File: src/imm_pkg.sv
// Shared constants, types and helper functions for the integer matrix multiplier.
package imm_pkg;

    // Largest matrix dimension held in the element stores.
    localparam int MAX_DIM = 4;

    // Derived widths.
    localparam int IDX_W   = (MAX_DIM > 1) ? $clog2(MAX_DIM) : 1;
    localparam int DIM_W   = $clog2(MAX_DIM + 1);
    localparam int DEPTH   = MAX_DIM * MAX_DIM;
    localparam int ADDR_W  = $clog2(DEPTH);

    // Fixed field widths of the stream and register interfaces.
    localparam int MODE_W      = 2;
    localparam int FIELD_IDX_W = 2;
    localparam int ELEM_W      = 16;
    localparam int ACC_W       = 32;
    localparam int CFG_W       = 3;
    localparam int S_DATA_W    = 24;
    localparam int M_DATA_W    = 40;
    localparam int APB_ADDR_W  = 3;
    localparam int APB_DATA_W  = 32;

    // Item kinds carried in the input tuser field.
    localparam logic [MODE_W-1:0] MODE_LOAD_A = 2'd0;
    localparam logic [MODE_W-1:0] MODE_LOAD_B = 2'd1;
    localparam logic [MODE_W-1:0] MODE_START  = 2'd2;

    // Register indexes.
    localparam logic REG_ACTIVE_ROWS = 1'b0;
    localparam logic REG_ACTIVE_COLS = 1'b1;

    // Bookkeeping that travels beside each read of the stores.
    typedef struct packed {
        logic             first;
        logic             last_k;
        logic             last_entry;
        logic [IDX_W-1:0] row;
        logic [IDX_W-1:0] col;
    } rd_tag_t;

    // Commands from the controller to the datapath.
    typedef struct packed {
        logic              wr_a;
        logic              wr_b;
        logic [ADDR_W-1:0] waddr;
        logic              rd_en;
        logic [ADDR_W-1:0] raddr_a;
        logic [ADDR_W-1:0] raddr_b;
        rd_tag_t           tag;
    } dp_cmd_t;

    // Status from the datapath to the controller.
    typedef struct packed {
        logic free;
    } dp_status_t;

    // Row-major address of an element.
    function automatic logic [ADDR_W-1:0] elem_addr(input logic [IDX_W-1:0] row,
                                                    input logic [IDX_W-1:0] col);
        elem_addr = ADDR_W'(row) * ADDR_W'(MAX_DIM) + ADDR_W'(col);
    endfunction

    // A dimension register saturates at the store size.
    function automatic logic [DIM_W-1:0] clamp_dim(input logic [CFG_W-1:0] value);
        if (int'(value) > MAX_DIM)
            clamp_dim = DIM_W'(MAX_DIM);
        else
            clamp_dim = DIM_W'(value);
    endfunction

endpackage

File: src/imm_ram.sv
// Generic single-write, single-read RAM with a registered read port.
module imm_ram #(
    parameter int WIDTH = 16,
    parameter int DEPTH = 16
) (
    input  logic                     clk,
    input  logic                     we,
    input  logic [$clog2(DEPTH)-1:0] waddr,
    input  logic [WIDTH-1:0]         wdata,
    input  logic [$clog2(DEPTH)-1:0] raddr,
    output logic [WIDTH-1:0]         rdata
);

    logic [WIDTH-1:0] mem_reg [DEPTH];

    // Write port.
    always_ff @(posedge clk)
    begin
        if (we)
            mem_reg[waddr] <= wdata;
    end

    // Registered read port.
    always_ff @(posedge clk)
    begin
        rdata <= mem_reg[raddr];
    end

endmodule

File: src/imm_dp.sv
// Datapath: element stores, multiplier, accumulator and output register.
module imm_dp (
    input  logic                                clk,
    input  logic                                rst_n,
    input  imm_pkg::dp_cmd_t                    cmd,
    input  logic [imm_pkg::ELEM_W-1:0]          wdata,
    output imm_pkg::dp_status_t                 status,
    output logic                                out_valid,
    input  logic                                out_ready,
    output logic [imm_pkg::FIELD_IDX_W-1:0]     out_row,
    output logic [imm_pkg::FIELD_IDX_W-1:0]     out_col,
    output logic [imm_pkg::ACC_W-1:0]           out_value,
    output logic                                out_last
);
    import imm_pkg::*;

    logic [ELEM_W-1:0] a_rdata;
    logic [ELEM_W-1:0] b_rdata;

    logic              s1_v_reg, s1_v_next;
    rd_tag_t           s1_tag_reg;
    logic              s2_v_reg, s2_v_next;
    rd_tag_t           s2_tag_reg;
    logic signed [ACC_W-1:0] prod_reg, prod_next;
    logic [ACC_W-1:0]  acc_reg, acc_next;
    logic [ACC_W-1:0]  sum;

    logic              out_v_reg, out_v_next;
    logic [FIELD_IDX_W-1:0] out_row_reg, out_col_reg;
    logic [ACC_W-1:0]  out_value_reg;
    logic              out_last_reg;

    // Element stores for A and B.
    imm_ram #(.WIDTH(ELEM_W), .DEPTH(DEPTH)) u_store_a (
        .clk   (clk),
        .we    (cmd.wr_a),
        .waddr (cmd.waddr),
        .wdata (wdata),
        .raddr (cmd.raddr_a),
        .rdata (a_rdata)
    );

    imm_ram #(.WIDTH(ELEM_W), .DEPTH(DEPTH)) u_store_b (
        .clk   (clk),
        .we    (cmd.wr_b),
        .waddr (cmd.waddr),
        .wdata (wdata),
        .raddr (cmd.raddr_b),
        .rdata (b_rdata)
    );

    // Signed product of the two elements read in the previous cycle.
    assign prod_next = ACC_W'($signed(a_rdata)) * ACC_W'($signed(b_rdata));

    // Accumulate, restarting on the first term of each entry.
    assign sum      = (s2_tag_reg.first ? '0 : acc_reg) + prod_reg;
    assign acc_next = s2_v_reg ? sum : acc_reg;

    // Pipeline valid bits and the output slot.
    always_comb
    begin
        s1_v_next  = cmd.rd_en;
        s2_v_next  = s1_v_reg;
        out_v_next = out_v_reg;
        if (out_v_reg && out_ready)
            out_v_next = 1'b0;
        if (s2_v_reg && s2_tag_reg.last_k)
            out_v_next = 1'b1;
    end

    always_ff @(posedge clk or negedge rst_n)
    begin
        if (!rst_n)
        begin
            s1_v_reg  <= 1'b0;
            s2_v_reg  <= 1'b0;
            out_v_reg <= 1'b0;
        end
        else
        begin
            s1_v_reg  <= s1_v_next;
            s2_v_reg  <= s2_v_next;
            out_v_reg <= out_v_next;
        end
    end

    // Payload registers of the pipeline.
    always_ff @(posedge clk)
    begin
        s1_tag_reg <= cmd.tag;
        s2_tag_reg <= s1_tag_reg;
        prod_reg   <= prod_next;
        acc_reg    <= acc_next;
        if (s2_v_reg && s2_tag_reg.last_k)
        begin
            out_row_reg   <= FIELD_IDX_W'(s2_tag_reg.row);
            out_col_reg   <= FIELD_IDX_W'(s2_tag_reg.col);
            out_value_reg <= sum;
            out_last_reg  <= s2_tag_reg.last_entry;
        end
    end

    // The controller may start a new entry only when nothing is in flight.
    assign status.free = !s1_v_reg && !s2_v_reg && !out_v_reg;

    assign out_valid = out_v_reg;
    assign out_row   = out_row_reg;
    assign out_col   = out_col_reg;
    assign out_value = out_value_reg;
    assign out_last  = out_last_reg;

endmodule

File: src/imm_ctrl.sv
// Controller: decodes input items and walks the multiply-accumulate loop.
module imm_ctrl (
    input  logic                              clk,
    input  logic                              rst_n,
    input  logic                              in_valid,
    output logic                              in_ready,
    input  logic [imm_pkg::MODE_W-1:0]        mode,
    input  logic [imm_pkg::FIELD_IDX_W-1:0]   row_index,
    input  logic [imm_pkg::FIELD_IDX_W-1:0]   col_index,
    input  logic [imm_pkg::CFG_W-1:0]         active_rows,
    input  logic [imm_pkg::CFG_W-1:0]         active_cols,
    input  imm_pkg::dp_status_t               status,
    output imm_pkg::dp_cmd_t                  cmd
);
    import imm_pkg::*;

    localparam logic ST_IDLE = 1'b0;
    localparam logic ST_RUN  = 1'b1;

    logic             state_reg, state_next;
    logic [IDX_W-1:0] i_reg, i_next;
    logic [IDX_W-1:0] j_reg, j_next;
    logic [IDX_W-1:0] k_reg, k_next;

    logic [DIM_W-1:0] rows;
    logic [DIM_W-1:0] cols;
    logic             accept;
    logic             idx_ok;
    logic             issue;
    logic             k_last;
    logic             j_last;
    logic             i_last;

    assign rows   = clamp_dim(active_rows);
    assign cols   = clamp_dim(active_cols);
    assign accept = in_valid && in_ready;
    assign idx_ok = (int'(row_index) < MAX_DIM) && (int'(col_index) < MAX_DIM);

    assign k_last = (DIM_W'(k_reg) == cols - DIM_W'(1));
    assign j_last = (DIM_W'(j_reg) == cols - DIM_W'(1));
    assign i_last = (DIM_W'(i_reg) == rows - DIM_W'(1));

    // A new entry starts only once the previous one has left the datapath.
    assign issue = (state_reg == ST_RUN) && ((k_reg != '0) || status.free);

    assign in_ready = (state_reg == ST_IDLE);

    // Command generation.
    always_comb
    begin
        cmd                = '0;
        cmd.waddr          = elem_addr(IDX_W'(row_index), IDX_W'(col_index));
        cmd.raddr_a        = elem_addr(i_reg, k_reg);
        cmd.raddr_b        = elem_addr(k_reg, j_reg);
        cmd.rd_en          = issue;
        cmd.tag.first      = (k_reg == '0);
        cmd.tag.last_k     = k_last;
        cmd.tag.last_entry = i_last && j_last;
        cmd.tag.row        = i_reg;
        cmd.tag.col        = j_reg;
        if (accept && idx_ok)
        begin
            cmd.wr_a = (mode == MODE_LOAD_A);
            cmd.wr_b = (mode == MODE_LOAD_B);
        end
    end

    // State machine and loop counters.
    always_comb
    begin
        state_next = state_reg;
        i_next     = i_reg;
        j_next     = j_reg;
        k_next     = k_reg;
        unique case (state_reg)
            ST_IDLE:
            begin
                if (accept && mode == MODE_START && rows != '0 && cols != '0)
                begin
                    state_next = ST_RUN;
                    i_next     = '0;
                    j_next     = '0;
                    k_next     = '0;
                end
            end
            ST_RUN:
            begin
                if (issue)
                begin
                    if (!k_last)
                        k_next = k_reg + IDX_W'(1);
                    else
                    begin
                        k_next = '0;
                        if (!j_last)
                            j_next = j_reg + IDX_W'(1);
                        else
                        begin
                            j_next = '0;
                            if (!i_last)
                                i_next = i_reg + IDX_W'(1);
                            else
                                state_next = ST_IDLE;
                        end
                    end
                end
            end
            default:
            begin
                state_next = ST_IDLE;
            end
        endcase
    end

    always_ff @(posedge clk or negedge rst_n)
    begin
        if (!rst_n)
        begin
            state_reg <= ST_IDLE;
            i_reg     <= '0;
            j_reg     <= '0;
            k_reg     <= '0;
        end
        else
        begin
            state_reg <= state_next;
            i_reg     <= i_next;
            j_reg     <= j_next;
            k_reg     <= k_next;
        end
    end

endmodule

File: src/integer_matrix_multiply.sv
// Top level of the integer matrix multiplier: register port, controller and datapath.
// A load transfer is taken while the controller is idle, and loads may follow back
// to back. A start transfer produces rows*cols entries; each entry reads cols terms
// from the stores through the single multiply-accumulate unit, and a new entry starts
// only once the previous one has left the pipeline and the output slot.
// Reset (rst_n, asynchronous, active low) sets both dimension registers to 4 and
// idles the controller; the element stores hold no defined value until loaded.
module integer_matrix_multiply (
    input  logic                               clk,
    input  logic                               rst_n,
    // Input stream.
    input  logic                               s_tvalid,
    output logic                               s_tready,
    // s_tdata: row_index[1:0], col_index[3:2], element_value[19:4], zero pad [23:20].
    input  logic [imm_pkg::S_DATA_W-1:0]       s_tdata,
    // s_tuser: mode[1:0].
    input  logic [imm_pkg::MODE_W-1:0]         s_tuser,
    // Output stream.
    output logic                               m_tvalid,
    input  logic                               m_tready,
    // m_tdata: out_row[1:0], out_col[3:2], product_value[35:4], zero pad [39:36].
    output logic [imm_pkg::M_DATA_W-1:0]       m_tdata,
    output logic                               m_tlast,
    // Register port.
    input  logic                               psel,
    input  logic                               penable,
    input  logic                               pwrite,
    input  logic [imm_pkg::APB_ADDR_W-1:0]     paddr,
    input  logic [imm_pkg::APB_DATA_W-1:0]     pwdata,
    output logic [imm_pkg::APB_DATA_W-1:0]     prdata,
    output logic                               pready
);
    import imm_pkg::*;

    logic [CFG_W-1:0] active_rows_reg, active_rows_next;
    logic [CFG_W-1:0] active_cols_reg, active_cols_next;
    logic             reg_wr;
    logic             reg_sel;

    dp_cmd_t          cmd;
    dp_status_t       status;

    logic [FIELD_IDX_W-1:0] out_row;
    logic [FIELD_IDX_W-1:0] out_col;
    logic [ACC_W-1:0]       out_value;

    // Register port: writes complete in the access phase, reads are immediate.
    assign pready  = 1'b1;
    assign reg_wr  = psel && penable && pwrite && pready;
    assign reg_sel = paddr[2];

    always_comb
    begin
        active_rows_next = active_rows_reg;
        active_cols_next = active_cols_reg;
        if (reg_wr)
        begin
            unique case (reg_sel)
                REG_ACTIVE_ROWS: active_rows_next = pwdata[CFG_W-1:0];
                REG_ACTIVE_COLS: active_cols_next = pwdata[CFG_W-1:0];
                default:         active_rows_next = active_rows_reg;
            endcase
        end
    end

    always_comb
    begin
        unique case (reg_sel)
            REG_ACTIVE_ROWS: prdata = APB_DATA_W'(active_rows_reg);
            REG_ACTIVE_COLS: prdata = APB_DATA_W'(active_cols_reg);
            default:         prdata = '0;
        endcase
    end

    always_ff @(posedge clk or negedge rst_n)
    begin
        if (!rst_n)
        begin
            active_rows_reg <= CFG_W'(4);
            active_cols_reg <= CFG_W'(4);
        end
        else
        begin
            active_rows_reg <= active_rows_next;
            active_cols_reg <= active_cols_next;
        end
    end

    // Controller.
    imm_ctrl u_ctrl (
        .clk         (clk),
        .rst_n       (rst_n),
        .in_valid    (s_tvalid),
        .in_ready    (s_tready),
        .mode        (s_tuser),
        .row_index   (s_tdata[1:0]),
        .col_index   (s_tdata[3:2]),
        .active_rows (active_rows_reg),
        .active_cols (active_cols_reg),
        .status      (status),
        .cmd         (cmd)
    );

    // Datapath.
    imm_dp u_dp (
        .clk       (clk),
        .rst_n     (rst_n),
        .cmd       (cmd),
        .wdata     (s_tdata[19:4]),
        .status    (status),
        .out_valid (m_tvalid),
        .out_ready (m_tready),
        .out_row   (out_row),
        .out_col   (out_col),
        .out_value (out_value),
        .out_last  (m_tlast)
    );

    // Pack the result transfer.
    assign m_tdata = {4'b0000, out_value, out_col, out_row};

endmodule
File: config.mk
export PLATFORM = sky130hd
export DESIGN_NAME = integer_matrix_multiply
export DESIGN_NICKNAME = d
export VERILOG_FILES = /design/src/imm_pkg.sv /design/src/imm_ram.sv /design/src/imm_dp.sv /design/src/imm_ctrl.sv /design/src/integer_matrix_multiply.sv
export SDC_FILE = /design/constraint.sdc
export NUM_CORES = 1
export LEC_CHECK = 0
export CAP_MARGIN = 40
export CORE_AREA = 10 10 256 258
export CTS_BUF_LIST = sky130_fd_sc_hd__clkbuf_16
export DETAILED_ROUTE_END_ITERATION = 7
export DIE_AREA = 0 0 266 268
export DONT_BUFFER_PORTS = 1
export GPL_TIMING_DRIVEN = 0
export PLACE_DENSITY = 0.87
export SETUP_SLACK_MARGIN = 0.15
export SYNTH_ARGS = -nofsm -noshare
export SYNTH_HDL_FRONTEND = slang
export SYNTH_SLANG_ARGS = --single-unit
File: constraint.sdc
create_clock -name clk -period 14.3 [get_ports clk]
set_input_delay 2.145 -clock clk [delete_from_list [all_inputs] [get_ports clk]]
set_output_delay 2.145 -clock clk [all_outputs]
set_load 0.02 [all_outputs]
==> flow_metrics.tcl, run 1 <==
set metrics [dict create \
    numCtsBuffers 67 \
    worst_pin_slew_ps 1030 \
    syn-instance-count 2380 \
    grt_use_total_pct 26.4 \
    clock_sinks 675 \
    synth-main-ff-cell "edfxtp_1" \
    core_area_sq_mm 0.0601 \
    cp.required_ps 14860 \
    cts_buffer_depth 3 \
    synth_area_per_cell_sq_um 15.1 \
    cts_tree "done" \
    async_flop_share_pct 2.37 \
    setup_viol 0 \
    fmax_mhz 146 \
    slew_headroom_pct 30.9 \
    port_buffers 0 \
    cts_root_buf "clkbuf_16" \
    insertion_delay_ps 650 \
    synth_edf_count 581 \
    path_cells "clkbuf_1 > nand2_1 > fa_1 > inv_1 > fa_1 > inv_1 > fa_1 > inv_1 > fa_1 > fa_1 > inv_1 > fa_1 > inv_1 > ha_1 > a21oi_1 > nand2_1 > o2bb2ai_2 > a211o_1 > a41oi_2 > o41a_1 > or4b_1 > nand3_1" \
    die_w_microns 266 \
    drive_gt1_share_pct 15.5 \
    synth.area.top_cells "edfxtp_1 49%, fa_1 15%, mux4_2 10%" \
    post-route-period-util_pct 47.9 \
    avgViaCountPerCell 6.21 \
    fin_nets 2973 \
    start_kind "flop" \
    overflow 0 \
    status "completed" \
    grt_max_degree 33 \
    hp-start "u_dp.s1_tag_reg[1]$_DFF_P_" \
    use_met3_pct 5.73 \
    crit_start "u_dp.u_store_a.rdata[7]$_DFF_P_" \
    reg2reg_from "u_dp.u_store_a.rdata[7]$_DFF_P_" \
    gp_congestion 0.945 \
    post-route-min-period_ps 6850 \
    worst_slack_ps 7450 \
    die-height_microns 268 \
    dp_hpwl_microns 62700 \
    netlist_area_sq_mm 0.0358 \
    cts_setup_buffers 0 \
    crit_path_end_kind "flop" \
    antenna_left 0 \
    ff2ff_path_depth 22 \
    htreeDepth 3 \
    grt_pass1_vias 22200 \
    stdcell_count 3362 \
    critPathMaxStageDelay_ps 570 \
    nFillCells 3978 \
    io_pins 144 \
    grt_pass1_wl_microns 139000 \
    worst-path-buf-inv 6 \
    route.vias.total 20900 \
    rows 90 \
    hold_violations 0 \
    crit_family "adder cells" \
    drcViolationCount 0 \
    synth_area_leader_cell "edfxtp_1" \
    finalMaxSlewViolations 0 \
    skew_ps 62.6 \
    antenna_found_initial 5 \
    critical_path_depth 22 \
    cp_slowest_cell "dfxtp_1" \
    grt_use_met2_pct 45.5 \
    min_path_cells 0 \
    path_max_fanout 10 \
    drt_iter0_markers 2446 \
    wl_per_cell_microns 27.4 \
    setup-tns-final_ps 0 \
    place_ws_ps 7500 \
    dp_cells 3232 \
    cp_data_arrival_time_ps 7410 \
    maxCapViolations 0 \
    crit_top_cell "fa_1" \
    drt_pass1_iterations 6 \
    yosys_warnings 0 \
    area_growth_pct 11.0 \
    ys_seq_elements 675 \
    ys_seq_area_share_pct 54.2 \
    wl_microns 92000 \
    synth.top_cell.area_share_pct 48.7 \
    cts_hold_buf 0 \
    dieArea_sq_mm 0.0713 \
    rsz0062_at_grt "no" \
    initial_core_util_pct 59.6 \
    r2r_setup_slack_ps 7450 \
    critPathKind "reg -> reg" \
    hold_class "reg -> reg" \
    clk_pin_slew_ps 60 \
    cts_resized 0 \
    use_met1_pct 31.3 \
    synth.distinct_cells 69 \
    gr-max-usage-layer "met2" \
]
-- routing by layer --
metal | share of wire (%) | vias up
met3 | 9.5 | 339
met5 | 0.041 | -
met2 | 51 | 1410
met4 | 5.3 | 6
li1 | - | 8594
met1 | 35 | 10500
-- layout make-up --
class / instances / area [sq um] / share of cell area, %
inverters: 323 / 1210 / 3.05
multi-input cells: 1303 / 14800 / 37.3
plain buffers: 111 / 566 / 1.42
clock buffers: 67 / 1680 / 4.22
well taps: 782 / 978 / 2.46
flip-flops and latches: 675 / 19400 / 48.8
clock inverters: 57 / 543 / 1.37
diodes: 1 / 2.50 / 0.00629
repair buffers: 43 / 536 / 1.35
-- stage by stage --
stage | util, % | hold slack (ps) | instance area (sq um)
after floorplan | - | 310 | 35900
after global placement | 61.4 | 311 | 36900
after detailed placement | 62.4 | 314 | 37500
after CTS | 66.0 | 332 | 39700
after global routing | 66.1 | 350 | 39800
final | 66.1 | 331 | 39800
-- worst paths after layout --
| check | to |
|---|---|
| max | u_dp.prod_reg[30]$_DFF_P_ |
| min | u_dp.s2_tag_reg[1]$_DFF_P_ |
| max reg2reg | u_dp.prod_reg[30]$_DFF_P_ |
| min reg2reg | u_dp.s2_tag_reg[1]$_DFF_P_ |
| max in group asynchronous | active_rows_reg[2]$_DFFE_PN1P_ |
| min in group asynchronous | active_rows_reg[0]$_DFFE_PN0P_ |
-- cells in the mapped netlist, types with 3 or more instances --
cell type and instances:
edfxtp_1 581, inv_1 318, fa_1 263, nand2_1 163
mux4_2 160, and2_1 124, ha_1 118, dfxtp_1 78
nor2_1 73, clkbuf_1 58, a21oi_1 51, xnor2_1 49
nor2b_1 37, buf_4 34, a21o_1 22, o21ai_0 22
nor3_1 18, nand2b_1 16, o21ai_1 16, xor2_1 16
dfrtp_1 14, o21a_1 13, buf_2 11, nand3_1 11
mux2_2 8, a211oi_1 7, buf_1 7, nand4_1 7
o21bai_1 7, and4_1 5, inv_2 5, o211ai_1 4
o31a_1 4, o31ai_1 4, and3_1 3, or3_1 3
-- cells in the final DEF, fill, tap and decap left out, types with 21 or more instances in the layout --
master	instances
nor2b_1	37
edfxtp_1	581
dfxtp_1	78
o21ai_0	22
conb_1	34
xnor2_1	49
buf_4	40
nor2_1	56
nand2_1	163
clkbuf_1	58
mux4_2	160
buf_6	21
ha_1	118
a21oi_1	51
a21o_1	22
inv_1	327
fa_1	263
clkbuf_16	67
and2_1	123
-- kinds of logic after synthesis --
kind of cell             synth area share [%]
AND/OR/NAND/NOR                          6.61
multiplexers                             10.3
buffers and inverters                    4.96
other                                  0.0210
AO/OA/AOI/OAI                            3.47
flip-flops                               54.2
XOR/XNOR                                 1.59
adder cells (fa/ha/maj)                  18.8
Power of run 1 is not shown: default switching activity piles up to over one toggle a cycle in this logic, so the estimate is an artifact.
==> run 2: changes to the inputs <==
CORE_AREA = 10 10 260 262   (was 10 10 256 258)
DIE_AREA = 0 0 270 272   (was 0 0 266 268)
PLACE_DENSITY = 0.88   (was 0.87)
clock period = 5.5 ns   (was 14.3 ns; I/O delays follow)
==> flow_metrics.tcl, run 2 (synthesis gave the netlist of run 1 again) <==
set metrics [dict create \
    status "complete, but fails checks" \
    violations "negative setup slack" \
    cts_tree "done" \
    drive_gt1_share_pct 24.1 \
    cp.required_ps 6060 \
    clock_sinks 675 \
    antenna_found_initial 4 \
    die_w_microns 270 \
    numCtsBuffers 67 \
    avgViaCountPerCell 6.07 \
    worst_slack_ps -611 \
    io_pins 144 \
    dieArea_sq_mm 0.0734 \
    grt_max_degree 33 \
    cts_root_buf "clkbuf_16" \
    rows 92 \
    finalMaxSlewViolations 0 \
    wl_per_cell_microns 27.1 \
    post-route-min-period_ps 6110 \
    cp_data_arrival_time_ps 6670 \
    r2r_setup_slack_ps -610 \
    cts_buffer_depth 3 \
    crit_start "u_dp.u_store_b.rdata[6]$_DFF_P_" \
    timing.rr.end "u_dp.prod_reg[30]$_DFF_P_" \
    grt_pass1_vias 22600 \
    fin_nets 3037 \
    maxCapViolations 0 \
    skew_ps 54.5 \
    hold_class "in -> async" \
    place_ws_ps -1200 \
    critPathKind "reg -> reg" \
    endpoint "u_dp.prod_reg[30]$_DFF_P_" \
    grt_pass1_wl_microns 141000 \
    drcViolationCount 0 \
    die-height_microns 272 \
    area_growth_pct 15.3 \
    gp_congestion 0.928 \
    ff2ff_path_depth 22 \
    grt_use_total_pct 25.5 \
    post-route-period-util_pct 111 \
    core_area_sq_mm 0.0625 \
    initial_core_util_pct 57.3 \
    start_kind "flop" \
    final_common_cell "edfxtp_1" \
    antenna_left 0 \
    hold_violations 0 \
    route.vias.total 21200 \
    insertion_delay_ps 640 \
    worst_pin_slew_ps 990 \
    layout_common_cells "581 x edfxtp_1, 304 x inv_1, 244 x fa_1, 160 x mux4_2, 154 x nand2_1" \
    crit_path_end_kind "flop" \
    antenna_cells 0 \
    overflow 0 \
    htreeDepth 3 \
    path_max_fanout 5 \
    reg2reg_from "u_dp.u_store_b.rdata[6]$_DFF_P_" \
    nFillCells 3980 \
    dp_hpwl_microns 63300 \
    port_buffers 0 \
    rsz0062_at_grt "yes" \
    drt_pass1_iterations 5 \
    slew_headroom_pct 33.6 \
    wl_microns 94500 \
    fmax_mhz 164 \
    setup_viol 12 \
    clk_pin_slew_ps 60 \
    drt_iter0_markers 2318 \
    setup-tns-final_ps -3050 \
    post-route-util_pct 66.1 \
]
run 2: critical path, cell delays in order (launching register included):
cell       delay (ps)
dfxtp_4           350
clkbuf_16         150
and2_4            130
fa_1              520
inv_1              50
fa_1              520
fa_1              520
inv_2              40
fa_1              450
fa_1              490
inv_1              50
fa_1              480
inv_2              40
ha_4              200
buf_6             120
a211oi_4          230
nand2_2           100
o2bb2ai_4         170
a211o_1           220
a41oi_2           160
o41a_1            460
or4b_1            490
nand3_1           100
run 2: how the worst min path moves through the flow:
stage / to / cells after the start / from
finish: active_cols_reg[2]$_DFFE_PN1P_ / 0 / rst_n
global route: active_cols_reg[2]$_DFFE_PN1P_ / 0 / rst_n
CTS: active_cols_reg[2]$_DFFE_PN1P_ / 0 / rst_n
detailed placement: u_dp.s2_tag_reg[6]$_DFF_P_ / 0 / u_dp.s1_tag_reg[6]$_DFF_P_
global placement: u_dp.s2_tag_reg[5]$_DFF_P_ / 0 / u_dp.s1_tag_reg[5]$_DFF_P_
floorplan: u_dp.s2_tag_reg[0]$_DFF_P_ / 0 / u_dp.s1_tag_reg[0]$_DFF_P_
run 2: area by class of cell:
| class | instances | area (sq um) | area share [%] |
|---|---|---|---|
| Inverter | 323 | 1210 | 2.94 |
| Buffer | 111 | 897 | 2.17 |
| Clock buffer | 68 | 1700 | 4.12 |
| Sequential cell | 675 | 19500 | 47.2 |
| Clock inverter | 54 | 489 | 1.18 |
| Multi-Input combinational cell | 1303 | 15300 | 37.1 |
| Tap cell | 846 | 1060 | 2.56 |
| Timing Repair Buffer | 107 | 1110 | 2.68 |
run 2: what timing repair did:
item / 4_1_cts / 5_1_grt
hold buffers: 1 / 0
endpoints found under the hold margin: 14 / 0
setup endpoints to repair: 19 / 17
pin swaps: 55 / 68
buffers inserted: 36 / 26
gates cloned: 0 / 2
resized for setup: 155 / 89
run 2: stage by stage:
step | cells | hold WS, ps | area (sq um)
2_1_floorplan | 2412 | 310 | 36100
3_3_place_gp | 3258 | 313 | 37200
3_5_place_dp | 3296 | 315 | 37700
4_1_cts | 3455 | 16.1 | 40800
5_1_grt | 3487 | 20.7 | 41300
6_report | 3487 | 31.5 | 41300
run 2: metal layers:
layer / routed length [microns] / track usage, % / up-vias
met5: 64 / 0 / -
met4: 4530 / 10.9 / 8
met3: 7830 / 5.17 / 331
met2: 48900 / 45.0 / 1293
met1: 33100 / 30.0 / 10800
li1: - / - / 8722
Power of run 2 is left out for the same reason.
